### src/lprd_pkg.sv
// Shared types and constants for the length-prefixed request deframer.
// No dependencies; every other file imports this package.
package lprd_pkg;

    localparam int MAX_BODY    = 4096;
    localparam int LEN_W       = 13;
    localparam int INDEX_W     = 10;
    localparam int FIELD_BYTES = 4;

    localparam logic [LEN_W-1:0] LIMIT_RESET = 13'd4096;

    localparam int QUEUE_DEPTH = 2;
    localparam int QPTR_W      = $clog2(QUEUE_DEPTH);
    localparam int QCNT_W      = $clog2(QUEUE_DEPTH + 1);

    typedef enum logic [1:0] {
        ST_OK        = 2'd0,
        ST_TOO_LONG  = 2'd1,
        ST_MALFORMED = 2'd2,
        ST_CLOSED    = 2'd3
    } status_t;

    // One classified byte as it travels from the front end to the back end.
    typedef struct packed {
        logic               arg_valid;
        logic [7:0]         arg_byte;
        logic [INDEX_W-1:0] arg_index;
        logic               arg_end;
        logic               frame_end;
        status_t            status;
    } evt_t;

endpackage

### src/lprd_front.sv
// Front end: accepts stream bytes, assembles 4-byte fields, tracks the
// request framing and classifies each byte. Depends on lprd_pkg.
module lprd_front import lprd_pkg::*; (
    input  logic             aclk,
    input  logic             aresetn,
    input  logic             cfg_valid,
    output logic             cfg_ready,
    input  logic [LEN_W-1:0] cfg_data,
    input  logic             s_valid,
    output logic             s_ready,
    input  logic [7:0]       s_data_byte,
    output logic             push_valid,
    input  logic             push_ready,
    output evt_t             push_data
);

    typedef enum logic [1:0] {
        PH_LEN   = 2'd0,
        PH_COUNT = 2'd1,
        PH_SIZE  = 2'd2,
        PH_DATA  = 2'd3
    } phase_t;

    typedef struct packed {
        logic err;
        logic fend;
        logic to_len;
    } nf_t;

    phase_t             phase_reg, phase_next;
    logic [1:0]         cnt_reg, cnt_next;
    logic [23:0]        acc_reg, acc_next;
    logic [LEN_W-1:0]   frame_len_reg, frame_len_next;
    logic [LEN_W-1:0]   frame_pos_reg, frame_pos_next;
    logic [LEN_W-1:0]   args_rem_reg, args_rem_next;
    logic [LEN_W-1:0]   arg_rem_reg, arg_rem_next;
    logic [INDEX_W-1:0] cur_arg_reg, cur_arg_next;
    logic [LEN_W-1:0]   max_len_reg;

    logic               accept;
    logic               field_done;
    logic [31:0]        field_val;
    logic [31:0]        limit;
    logic [LEN_W-1:0]   pos_inc;
    logic [LEN_W-1:0]   remain;
    logic [LEN_W-1:0]   args_left;
    logic [LEN_W-1:0]   data_left;
    nf_t                nf;
    evt_t               evt;

    // Decide what follows once the count or an argument is finished.
    function automatic nf_t next_field(input logic [LEN_W-1:0] left,
                                       input logic [LEN_W-1:0] pos,
                                       input logic [LEN_W-1:0] len,
                                       input logic [LEN_W-1:0] rem);
        nf_t r;
        r = '0;
        if (left == '0) begin
            if (pos != len) begin
                r.err = 1'b1;
            end else begin
                r.fend   = 1'b1;
                r.to_len = 1'b1;
            end
        end else if (rem < LEN_W'(FIELD_BYTES)) begin
            r.err = 1'b1;
        end
        return r;
    endfunction

    assign cfg_ready  = 1'b1;
    assign s_ready    = push_ready;
    assign push_valid = s_valid;
    assign push_data  = evt;
    assign accept     = s_valid && push_ready;

    assign field_done = (cnt_reg == 2'd3);
    assign field_val  = {s_data_byte, acc_reg};
    assign limit      = (32'(max_len_reg) > 32'(MAX_BODY)) ? 32'(MAX_BODY)
                                                           : 32'(max_len_reg);
    assign pos_inc    = frame_pos_reg + 1'b1;
    assign remain     = frame_len_reg - pos_inc;
    assign args_left  = args_rem_reg - 1'b1;
    assign data_left  = (arg_rem_reg == '0) ? '0 : arg_rem_reg - 1'b1;

    always_comb begin
        phase_next     = phase_reg;
        cnt_next       = cnt_reg;
        acc_next       = acc_reg;
        frame_len_next = frame_len_reg;
        frame_pos_next = frame_pos_reg;
        args_rem_next  = args_rem_reg;
        arg_rem_next   = arg_rem_reg;
        cur_arg_next   = cur_arg_reg;
        nf             = '0;
        evt            = '0;
        evt.status     = ST_OK;

        // header fields: write the byte into its lane of the little-endian accumulator
        if (phase_reg != PH_DATA) begin
            cnt_next = cnt_reg + 1'b1;
            case (cnt_reg)
                2'd0:    acc_next[7:0]   = s_data_byte;
                2'd1:    acc_next[15:8]  = s_data_byte;
                2'd2:    acc_next[23:16] = s_data_byte;
                default: acc_next        = acc_reg;
            endcase
        end
        if (phase_reg != PH_LEN) begin
            frame_pos_next = pos_inc;
        end

        case (phase_reg)
            PH_LEN: begin
                if (field_done) begin
                    if (field_val > limit) begin
                        evt.status = ST_TOO_LONG;
                    end else if (field_val < 32'(FIELD_BYTES)) begin
                        evt.status = ST_MALFORMED;
                    end else begin
                        frame_len_next = field_val[LEN_W-1:0];
                        frame_pos_next = '0;
                        phase_next     = PH_COUNT;
                    end
                end
            end
            PH_COUNT: begin
                if (field_done) begin
                    if (field_val > limit) begin
                        evt.status = ST_MALFORMED;
                    end else begin
                        args_rem_next = field_val[LEN_W-1:0];
                        cur_arg_next  = '0;
                        nf = next_field(field_val[LEN_W-1:0], pos_inc, frame_len_reg,
                                        remain);
                    end
                end
            end
            PH_SIZE: begin
                if (field_done) begin
                    if (field_val > 32'(remain)) begin
                        evt.status = ST_MALFORMED;
                    end else if (field_val == '0) begin
                        evt.arg_end   = 1'b1;
                        evt.arg_index = cur_arg_reg;
                        args_rem_next = args_left;
                        cur_arg_next  = cur_arg_reg + 1'b1;
                        nf = next_field(args_left, pos_inc, frame_len_reg, remain);
                    end else begin
                        arg_rem_next = field_val[LEN_W-1:0];
                        phase_next   = PH_DATA;
                    end
                end
            end
            PH_DATA: begin
                evt.arg_valid = 1'b1;
                evt.arg_byte  = s_data_byte;
                evt.arg_index = cur_arg_reg;
                arg_rem_next  = data_left;
                if (data_left == '0) begin
                    evt.arg_end   = 1'b1;
                    args_rem_next = args_left;
                    cur_arg_next  = cur_arg_reg + 1'b1;
                    nf = next_field(args_left, pos_inc, frame_len_reg, remain);
                end
            end
            default: phase_next = PH_LEN;
        endcase

        // apply the end-of-argument or end-of-count decision
        if (nf.err) begin
            evt.status = ST_MALFORMED;
        end else if (nf.to_len) begin
            evt.frame_end = nf.fend;
            phase_next    = PH_LEN;
            cur_arg_next  = '0;
        end else if ((phase_reg == PH_COUNT && field_done && evt.status == ST_OK) ||
                     (phase_reg == PH_SIZE && field_done && field_val == '0 &&
                      evt.status == ST_OK) ||
                     (phase_reg == PH_DATA && data_left == '0)) begin
            phase_next = PH_SIZE;
        end
    end

    always_ff @(posedge aclk) begin
        if (!aresetn) begin
            phase_reg     <= PH_LEN;
            cnt_reg       <= '0;
            frame_len_reg <= '0;
            frame_pos_reg <= '0;
            args_rem_reg  <= '0;
            arg_rem_reg   <= '0;
            cur_arg_reg   <= '0;
            max_len_reg   <= LIMIT_RESET;
        end else begin
            if (cfg_valid) begin
                max_len_reg <= cfg_data;
            end
            if (accept) begin
                phase_reg     <= phase_next;
                cnt_reg       <= cnt_next;
                frame_len_reg <= frame_len_next;
                frame_pos_reg <= frame_pos_next;
                args_rem_reg  <= args_rem_next;
                arg_rem_reg   <= arg_rem_next;
                cur_arg_reg   <= cur_arg_next;
            end
        end
    end

    // accumulator is overwritten byte by byte before it is read
    always_ff @(posedge aclk) begin
        if (accept) begin
            acc_reg <= acc_next;
        end
    end

endmodule

### src/lprd_queue.sv
// Two-entry queue of classified bytes between the front end and the back end.
// Depends on lprd_pkg for the entry type and depth.
module lprd_queue import lprd_pkg::*; (
    input  logic aclk,
    input  logic aresetn,
    input  logic push_valid,
    output logic push_ready,
    input  evt_t push_data,
    output logic pop_valid,
    input  logic pop_ready,
    output evt_t pop_data
);

    evt_t              mem [QUEUE_DEPTH];
    logic [QPTR_W-1:0] wr_ptr_reg;
    logic [QPTR_W-1:0] rd_ptr_reg;
    logic [QCNT_W-1:0] count_reg;
    logic              push;
    logic              pop;

    assign push_ready = (count_reg != QCNT_W'(QUEUE_DEPTH));
    assign pop_valid  = (count_reg != '0);
    assign pop_data   = mem[rd_ptr_reg];
    assign push       = push_valid && push_ready;
    assign pop        = pop_valid && pop_ready;

    always_ff @(posedge aclk) begin
        if (!aresetn) begin
            wr_ptr_reg <= '0;
            rd_ptr_reg <= '0;
            count_reg  <= '0;
        end else begin
            if (push) begin
                wr_ptr_reg <= wr_ptr_reg + 1'b1;
            end
            if (pop) begin
                rd_ptr_reg <= rd_ptr_reg + 1'b1;
            end
            if (push && !pop) begin
                count_reg <= count_reg + 1'b1;
            end else if (pop && !push) begin
                count_reg <= count_reg - 1'b1;
            end
        end
    end

    always_ff @(posedge aclk) begin
        if (push) begin
            mem[wr_ptr_reg] <= push_data;
        end
    end

    a_count_bound: assert property (@(posedge aclk) disable iff (!aresetn)
        count_reg <= QCNT_W'(QUEUE_DEPTH))
        else $error("queue count beyond depth");

    a_pop_then_push: assert property (@(posedge aclk) disable iff (!aresetn)
        (pop && !push) |=> push_ready)
        else $error("queue full right after a pop");

endmodule

### src/lprd_back.sv
// Back end: applies error and closed handling to classified bytes and
// holds the result register. Depends on lprd_pkg.
module lprd_back import lprd_pkg::*; (
    input  logic               aclk,
    input  logic               aresetn,
    input  logic               in_valid,
    output logic               in_ready,
    input  evt_t               in_data,
    output logic               m_valid,
    input  logic               m_ready,
    output logic               m_arg_valid,
    output logic [7:0]         m_arg_byte,
    output logic [INDEX_W-1:0] m_arg_index,
    output logic               m_arg_end,
    output logic               m_frame_end,
    output logic [1:0]         m_status
);

    logic  m_valid_reg;
    logic  closed_reg, closed_next;
    evt_t  out_reg, out_next;
    logic  take;

    assign in_ready = !m_valid_reg || m_ready;
    assign take     = in_valid && in_ready;

    always_comb begin
        out_next    = in_data;
        closed_next = closed_reg;
        if (closed_reg) begin
            out_next        = '0;
            out_next.status = ST_CLOSED;
        end else if (in_data.status != ST_OK) begin
            // error result carries nothing but its code; latch closed
            out_next        = '0;
            out_next.status = in_data.status;
            closed_next     = 1'b1;
        end
    end

    always_ff @(posedge aclk) begin
        if (!aresetn) begin
            m_valid_reg <= 1'b0;
            closed_reg  <= 1'b0;
        end else begin
            if (take) begin
                m_valid_reg <= 1'b1;
                closed_reg  <= closed_next;
            end else if (m_ready) begin
                m_valid_reg <= 1'b0;
            end
        end
    end

    always_ff @(posedge aclk) begin
        if (take) begin
            out_reg <= out_next;
        end
    end

    assign m_valid     = m_valid_reg;
    assign m_arg_valid = out_reg.arg_valid;
    assign m_arg_byte  = out_reg.arg_byte;
    assign m_arg_index = out_reg.arg_index;
    assign m_arg_end   = out_reg.arg_end;
    assign m_frame_end = out_reg.frame_end;
    assign m_status    = out_reg.status;

    a_closed_sticky: assert property (@(posedge aclk) disable iff (!aresetn)
        closed_reg |=> closed_reg)
        else $error("closed flag cleared without reset");

    a_error_closes: assert property (@(posedge aclk) disable iff (!aresetn)
        (m_valid_reg && out_reg.status != ST_OK) |-> closed_reg)
        else $error("error result while not closed");

    a_error_empty: assert property (@(posedge aclk) disable iff (!aresetn)
        (m_valid_reg && out_reg.status != ST_OK) |->
            (!out_reg.arg_valid && !out_reg.arg_end && !out_reg.frame_end))
        else $error("error result carries payload");

endmodule

### src/length_prefixed_request_deframer_core.sv
// Length-prefixed request deframer: one result per input byte.
// A result passes the queue entry, then the result register, before it is
// valid at the output.
// Throughput: one byte per cycle while the queue has room, set by the front end's
// per-byte field and counter update; a two-entry queue absorbs output stalls.
// Reset (aresetn low at a clock edge) clears framing state, the closed flag
// and the queue, and sets the length limit to 4096; no clearing pass.
module length_prefixed_request_deframer_core import lprd_pkg::*; (
    input  logic               aclk,
    input  logic               aresetn,
    input  logic               cfg_valid,
    output logic               cfg_ready,
    input  logic [LEN_W-1:0]   cfg_data,
    input  logic               s_valid,
    output logic               s_ready,
    input  logic [7:0]         s_data_byte,
    output logic               m_valid,
    input  logic               m_ready,
    output logic               m_arg_valid,
    output logic [7:0]         m_arg_byte,
    output logic [INDEX_W-1:0] m_arg_index,
    output logic               m_arg_end,
    output logic               m_frame_end,
    output logic [1:0]         m_status
);

    logic push_valid;
    logic push_ready;
    evt_t push_data;
    logic pop_valid;
    logic pop_ready;
    evt_t pop_data;

    lprd_front u_front (
        .aclk        (aclk),
        .aresetn     (aresetn),
        .cfg_valid   (cfg_valid),
        .cfg_ready   (cfg_ready),
        .cfg_data    (cfg_data),
        .s_valid     (s_valid),
        .s_ready     (s_ready),
        .s_data_byte (s_data_byte),
        .push_valid  (push_valid),
        .push_ready  (push_ready),
        .push_data   (push_data)
    );

    lprd_queue u_queue (
        .aclk       (aclk),
        .aresetn    (aresetn),
        .push_valid (push_valid),
        .push_ready (push_ready),
        .push_data  (push_data),
        .pop_valid  (pop_valid),
        .pop_ready  (pop_ready),
        .pop_data   (pop_data)
    );

    lprd_back u_back (
        .aclk        (aclk),
        .aresetn     (aresetn),
        .in_valid    (pop_valid),
        .in_ready    (pop_ready),
        .in_data     (pop_data),
        .m_valid     (m_valid),
        .m_ready     (m_ready),
        .m_arg_valid (m_arg_valid),
        .m_arg_byte  (m_arg_byte),
        .m_arg_index (m_arg_index),
        .m_arg_end   (m_arg_end),
        .m_frame_end (m_frame_end),
        .m_status    (m_status)
    );

endmodule
### config.mk
export PLATFORM = sky130hd
export DESIGN_NAME = length_prefixed_request_deframer_core
export DESIGN_NICKNAME = d
export VERILOG_FILES = /design/src/lprd_pkg.sv /design/src/lprd_front.sv /design/src/lprd_queue.sv /design/src/lprd_back.sv /design/src/length_prefixed_request_deframer_core.sv
export SDC_FILE = /design/constraint.sdc
export NUM_CORES = 1
export LEC_CHECK = 0
export ABC_AREA = 1
export BUFFER_PORTS_ARGS = -buffer_cell sky130_fd_sc_hd__buf_2
export CORE_MARGIN = 3
export CORE_UTILIZATION = 48
export CTS_CLUSTER_DIAMETER = 50
export DETAILED_ROUTE_END_ITERATION = 12
export MAX_ROUTING_LAYER = met4
export PLACE_DENSITY_LB_ADDON = 0.15
export SLEW_MARGIN = 25
export SYNTH_ARGS = -nofsm -noshare
export SYNTH_HDL_FRONTEND = slang
export SYNTH_SLANG_ARGS = --single-unit
### constraint.sdc
create_clock -name aclk -period 4.2 [get_ports aclk]
set_clock_uncertainty 0.15 [all_clocks]
set_input_delay 0.21 -clock aclk [delete_from_list [all_inputs] [get_ports aclk]]
set_output_delay 0.21 -clock aclk [all_outputs]
set_load 0.02 [all_outputs]
==> summary.txt <==
Finish
  • Non-Filler Instances: 1690
  • Number of flip-flops in the largest register: 46
  • Filler cells: 1754
  • Design area: 0.0125 sq mm
  • # nets final: 1482
  • Layout cell share with drive strength beyond 1: 21.5%
  • Layout area overhead: 25.2%
  • Antenna Cells: 0

Global route
  • First-pass GRT wire length: 41.1 mm
  • Vias in the first global route: 8333
  • Initial antenna violation count: 0
  • Gr ovfl total: 0
  • Largest net degree at the start of global routing: 64
  • Gr usage total: 23.6%

Setup path
  • CP Data Arrival Time: 4.43 ns
  • Critical path endpoint category: flop
  • Startpoint Class: flop
  • Cell family with most CP delay: simple AND/OR/NAND/NOR gates
  • Critical path's largest stage delay: 0.36 ns
  • Slowest CP cell: dfxtp_4
  • CP Class: reg2reg
  • Most frequent CP cell: nand2_1
  • CP max FO: 6
  • Crit path buffers/inverters: 3
  • Req. time, crit path: 4.41 ns

Outcome
  • Run status: finished, violations left
  • Violated checks: setup timing

Synthesis
  • Main combinational cell family by area after synthesis: simple AND/OR/NAND/NOR gates
  • Number of distinct library cells after synthesis: 45
  • Mapped cell area: 0.0100 sq mm
  • Post-synth EDFFs: 93
  • Ys Warns: 0
  • Complex-gate fraction of the synthesized area: 12.7%
  • Post-synthesis mux area share: 0%
  • Ys async rst share: 0%
  • Syn_nets: 1346
  • Mean Syn Cell Area: 7.87 sq um
  • Synth Area in Adders: 6.21%
  • Ranking of synthesized cells by area: edfxtp_1 28%, dfxtp_1 17%, nand2_1 12%
  • Simple-Gate Fraction of Synth Area: 26.0%
  • Post-synth top area cell: edfxtp_1
  • Ys flop type: edfxtp_1
  • Synth top area share: 27.9%
  • Seq/Total Area, Yosys: 45.1%
  • Gate Count Post-Synth: 1271
  • XOR/XNOR Fraction of Synth Area: 3.24%
  • Flops & latches, synth: 179

Power and ir drop
  • Pwr dens: 432 mW/mm^2
  • Leakage: 5.31 nW
  • Max IR drop VDD: 0.000305 V

STA
  • Worst setup margin: -0.0192 ns
  • Setup TNS: -0.0515 ns
  • Final hold viol count: 0
  • Slew headroom: 27.0%
  • Final setup fails: 5
  • Period utilisation layout: 100%
  • Pins over their slew limit: 0
  • Hold_ws: 0.0677 ns
  • RSZ-0062 raised after global routing: yes
  • Fmax: 0.237 GHz
  • Least-Margin Pin Slew: 1.09 ns
  • Minimum clock period: 4.22 ns

Min path
  • Type of the tightest min-delay check: in2reg

Clocking
  • CTS Buf Count: 17
  • H-tree Lvls: 4
  • CTS root buffer: clkbuf_16
  • CTS tree: done
  • Clock Pin Slew Worst Setup and Hold Paths: 0.08 ns
  • # clock sinks: 179
  • Worst-Skew Late Latency: 0.44 ns
  • Clock Path Buffers: 2

Drt
  • Vias per Instance: 5.39
  • DR vias: 9108
  • Initial DRC count: 725
  • WL per Instance: 15.8 microns
  • DRT Pass-1 Iters: 5
  • DRC errors left: 0
  • Post-DRT Antenna Nets: 0
  • WL final: 26.7 mm

Placement
  • Dpl cells: 1600
  • Buffers on Ports: 50
  • Gpl congestion: 0.912
  • Detail Placement HPWL: 17.2 mm
  • Area post-placement: 0.0108 sq mm

Floorplanning
  • DIE WIDTH: 150 microns
  • Rows: 52
  • Initial Util: 49.1%
  • Area of the die: 0.0226 sq mm
  • Die height: 150 microns
  • Core area: 0.0204 sq mm
  • Boundary Pins: 52

Run
  • Max_cap viols: 0
-- routing by layer --
metal | GRT usage, % | wire length [microns] | up-vias
li1 | - | - | 4533
met1 | 30.5 | 12100 | 4245
met2 | 38.1 | 12600 | 265
met3 | 3.85 | 1310 | 65
met4 | 7.78 | 764 | 0
met5 | - | 0 | -
-- final timing paths --
kind | start | endpoint | slack [ns] | cells past startpoint
worst min-delay path | cfg_valid | u_front.max_len_reg[1] | 0.07 | 3
worst max-delay path | u_front.frame_pos_reg[1] | u_front.cur_arg_reg[2] | -0.02 | 32
worst min register to register | u_queue.rd_ptr_reg | u_queue.rd_ptr_reg | 0.32 | 1
worst max register to register | u_front.frame_pos_reg[1] | u_front.cur_arg_reg[2] | -0.02 | 32
-- synthesized netlist by cell type, types with 2 or more instances --
| cell type | n |
|---|---|
| nor2_2 | 5 |
| buf_4 | 4 |
| buf_2 | 4 |
| nor2_1 | 135 |
| nand4_1 | 16 |
| dfxtp_1 | 86 |
| nand3_1 | 66 |
| o221ai_1 | 4 |
| inv_2 | 8 |
| o21ai_1 | 3 |
| nor3b_1 | 3 |
| buf_1 | 2 |
| or2_2 | 8 |
| xor2_1 | 26 |
| nand3b_1 | 4 |
| edfxtp_1 | 93 |
| nor3_4 | 3 |
| o21bai_1 | 4 |
| nand2_2 | 8 |
| nand2_1 | 315 |
| nor3_1 | 19 |
| ha_1 | 48 |
| nor4_1 | 15 |
| xnor2_1 | 11 |
| clkbuf_1 | 34 |
| inv_1 | 118 |
| nor2_4 | 2 |
| a31oi_1 | 21 |
| a211oi_1 | 15 |
| a21oi_1 | 94 |
| clkinv_1 | 3 |
| o21ai_0 | 78 |
| nand3_2 | 2 |
| o211ai_1 | 3 |
-- timing repair --
item / in CTS / in global routing
hold buffers: 23 / 0
gates cloned: 1 / 0
hold endpoints to repair: 48 / 0
resized for setup: 49 / 93
pin swaps: 34 / 45
endpoints found under the setup margin: 58 / 86
setup buffers: 20 / 15
-- power breakdown --
group          internal (mW)  leakage (nW)  switching (mW)
registers               2.18          1.60           0.128
clock network          0.809         0.292           0.811
logic                  0.511          3.42           0.973
-- per-stage QoR --
stage               utilization (%)  total power [mW]  setup WS, ns
floorplan                         -              3.16         0.163
global placement               53.1              3.60        -0.317
detailed placement             53.1              3.62        -0.337
CTS                            59.0              5.31       0.00247
global route                   61.5              5.69        -0.270
finish                         61.5              5.41       -0.0192
-- layout by cell type (no fill, tap or decap), types with 5 or more instances in the layout --
master | Yosys | layout
nand2_1 | 315 | 289
nor2_1 | 135 | 128
inv_1 | 118 | 106
edfxtp_1 | 93 | 93
a21oi_1 | 94 | 84
dfxtp_1 | 86 | 81
buf_4 | 4 | 79
o21ai_0 | 78 | 75
nand3_1 | 66 | 58
buf_2 | 4 | 51
ha_1 | 48 | 38
nand2_2 | 8 | 24
dlygate4sd3_1 | 0 | 23
xor2_1 | 26 | 21
a31oi_1 | 21 | 21
inv_2 | 8 | 17
clkbuf_16 | 0 | 17
nor3_1 | 19 | 16
nand4_1 | 16 | 16
nor4_1 | 15 | 14
a211oi_1 | 15 | 12
nand2_4 | 1 | 11
a21oi_2 | 1 | 9
xnor2_1 | 11 | 9
ha_4 | 0 | 9
nor2_4 | 2 | 8
nor2_2 | 5 | 6
nor3_4 | 3 | 6
nand3_2 | 2 | 6
buf_6 | 0 | 6
or2_2 | 8 | 5
inv_8 | 0 | 5
inv_6 | 0 | 5
-- cell families (layout without fill, tap and decap cells) --
logic type               after synthesis  count (layout)
AND/OR/NAND/NOR                      603             603
AO/OA/AOI/OAI                        229             229
XOR/XNOR                              37              37
buffers and inverters                173             322
adder cells (fa/ha/maj)               49              49
other                                  1               1
flip-flops                           179             179
-- worst register-to-register path: cells and delay by family (launching register included) --
| kind | cells | cell delay, ns |
|---|---|---|
| AND/OR/NAND/NOR | 21 | 1.75 |
| adder cells (fa/ha/maj) | 3 | 0.75 |
| AO/OA/AOI/OAI | 4 | 0.61 |
| flip-flops | 1 | 0.36 |
| buffers and inverters | 3 | 0.34 |
| XOR/XNOR | 1 | 0.19 |
-- final cells by class --
type                    instances  area (sq um)  area share [%]
flip-flops and latches        179          4520            36.1
multi-input cells             919          5390            43.0
repair buffers                161          1190            9.47
inverters                     129           492            3.93
clock buffers                  17           425            3.40
clock inverters                15           169            1.35
well taps                     270           338            2.70
Power figures use the tool's default switching activity.
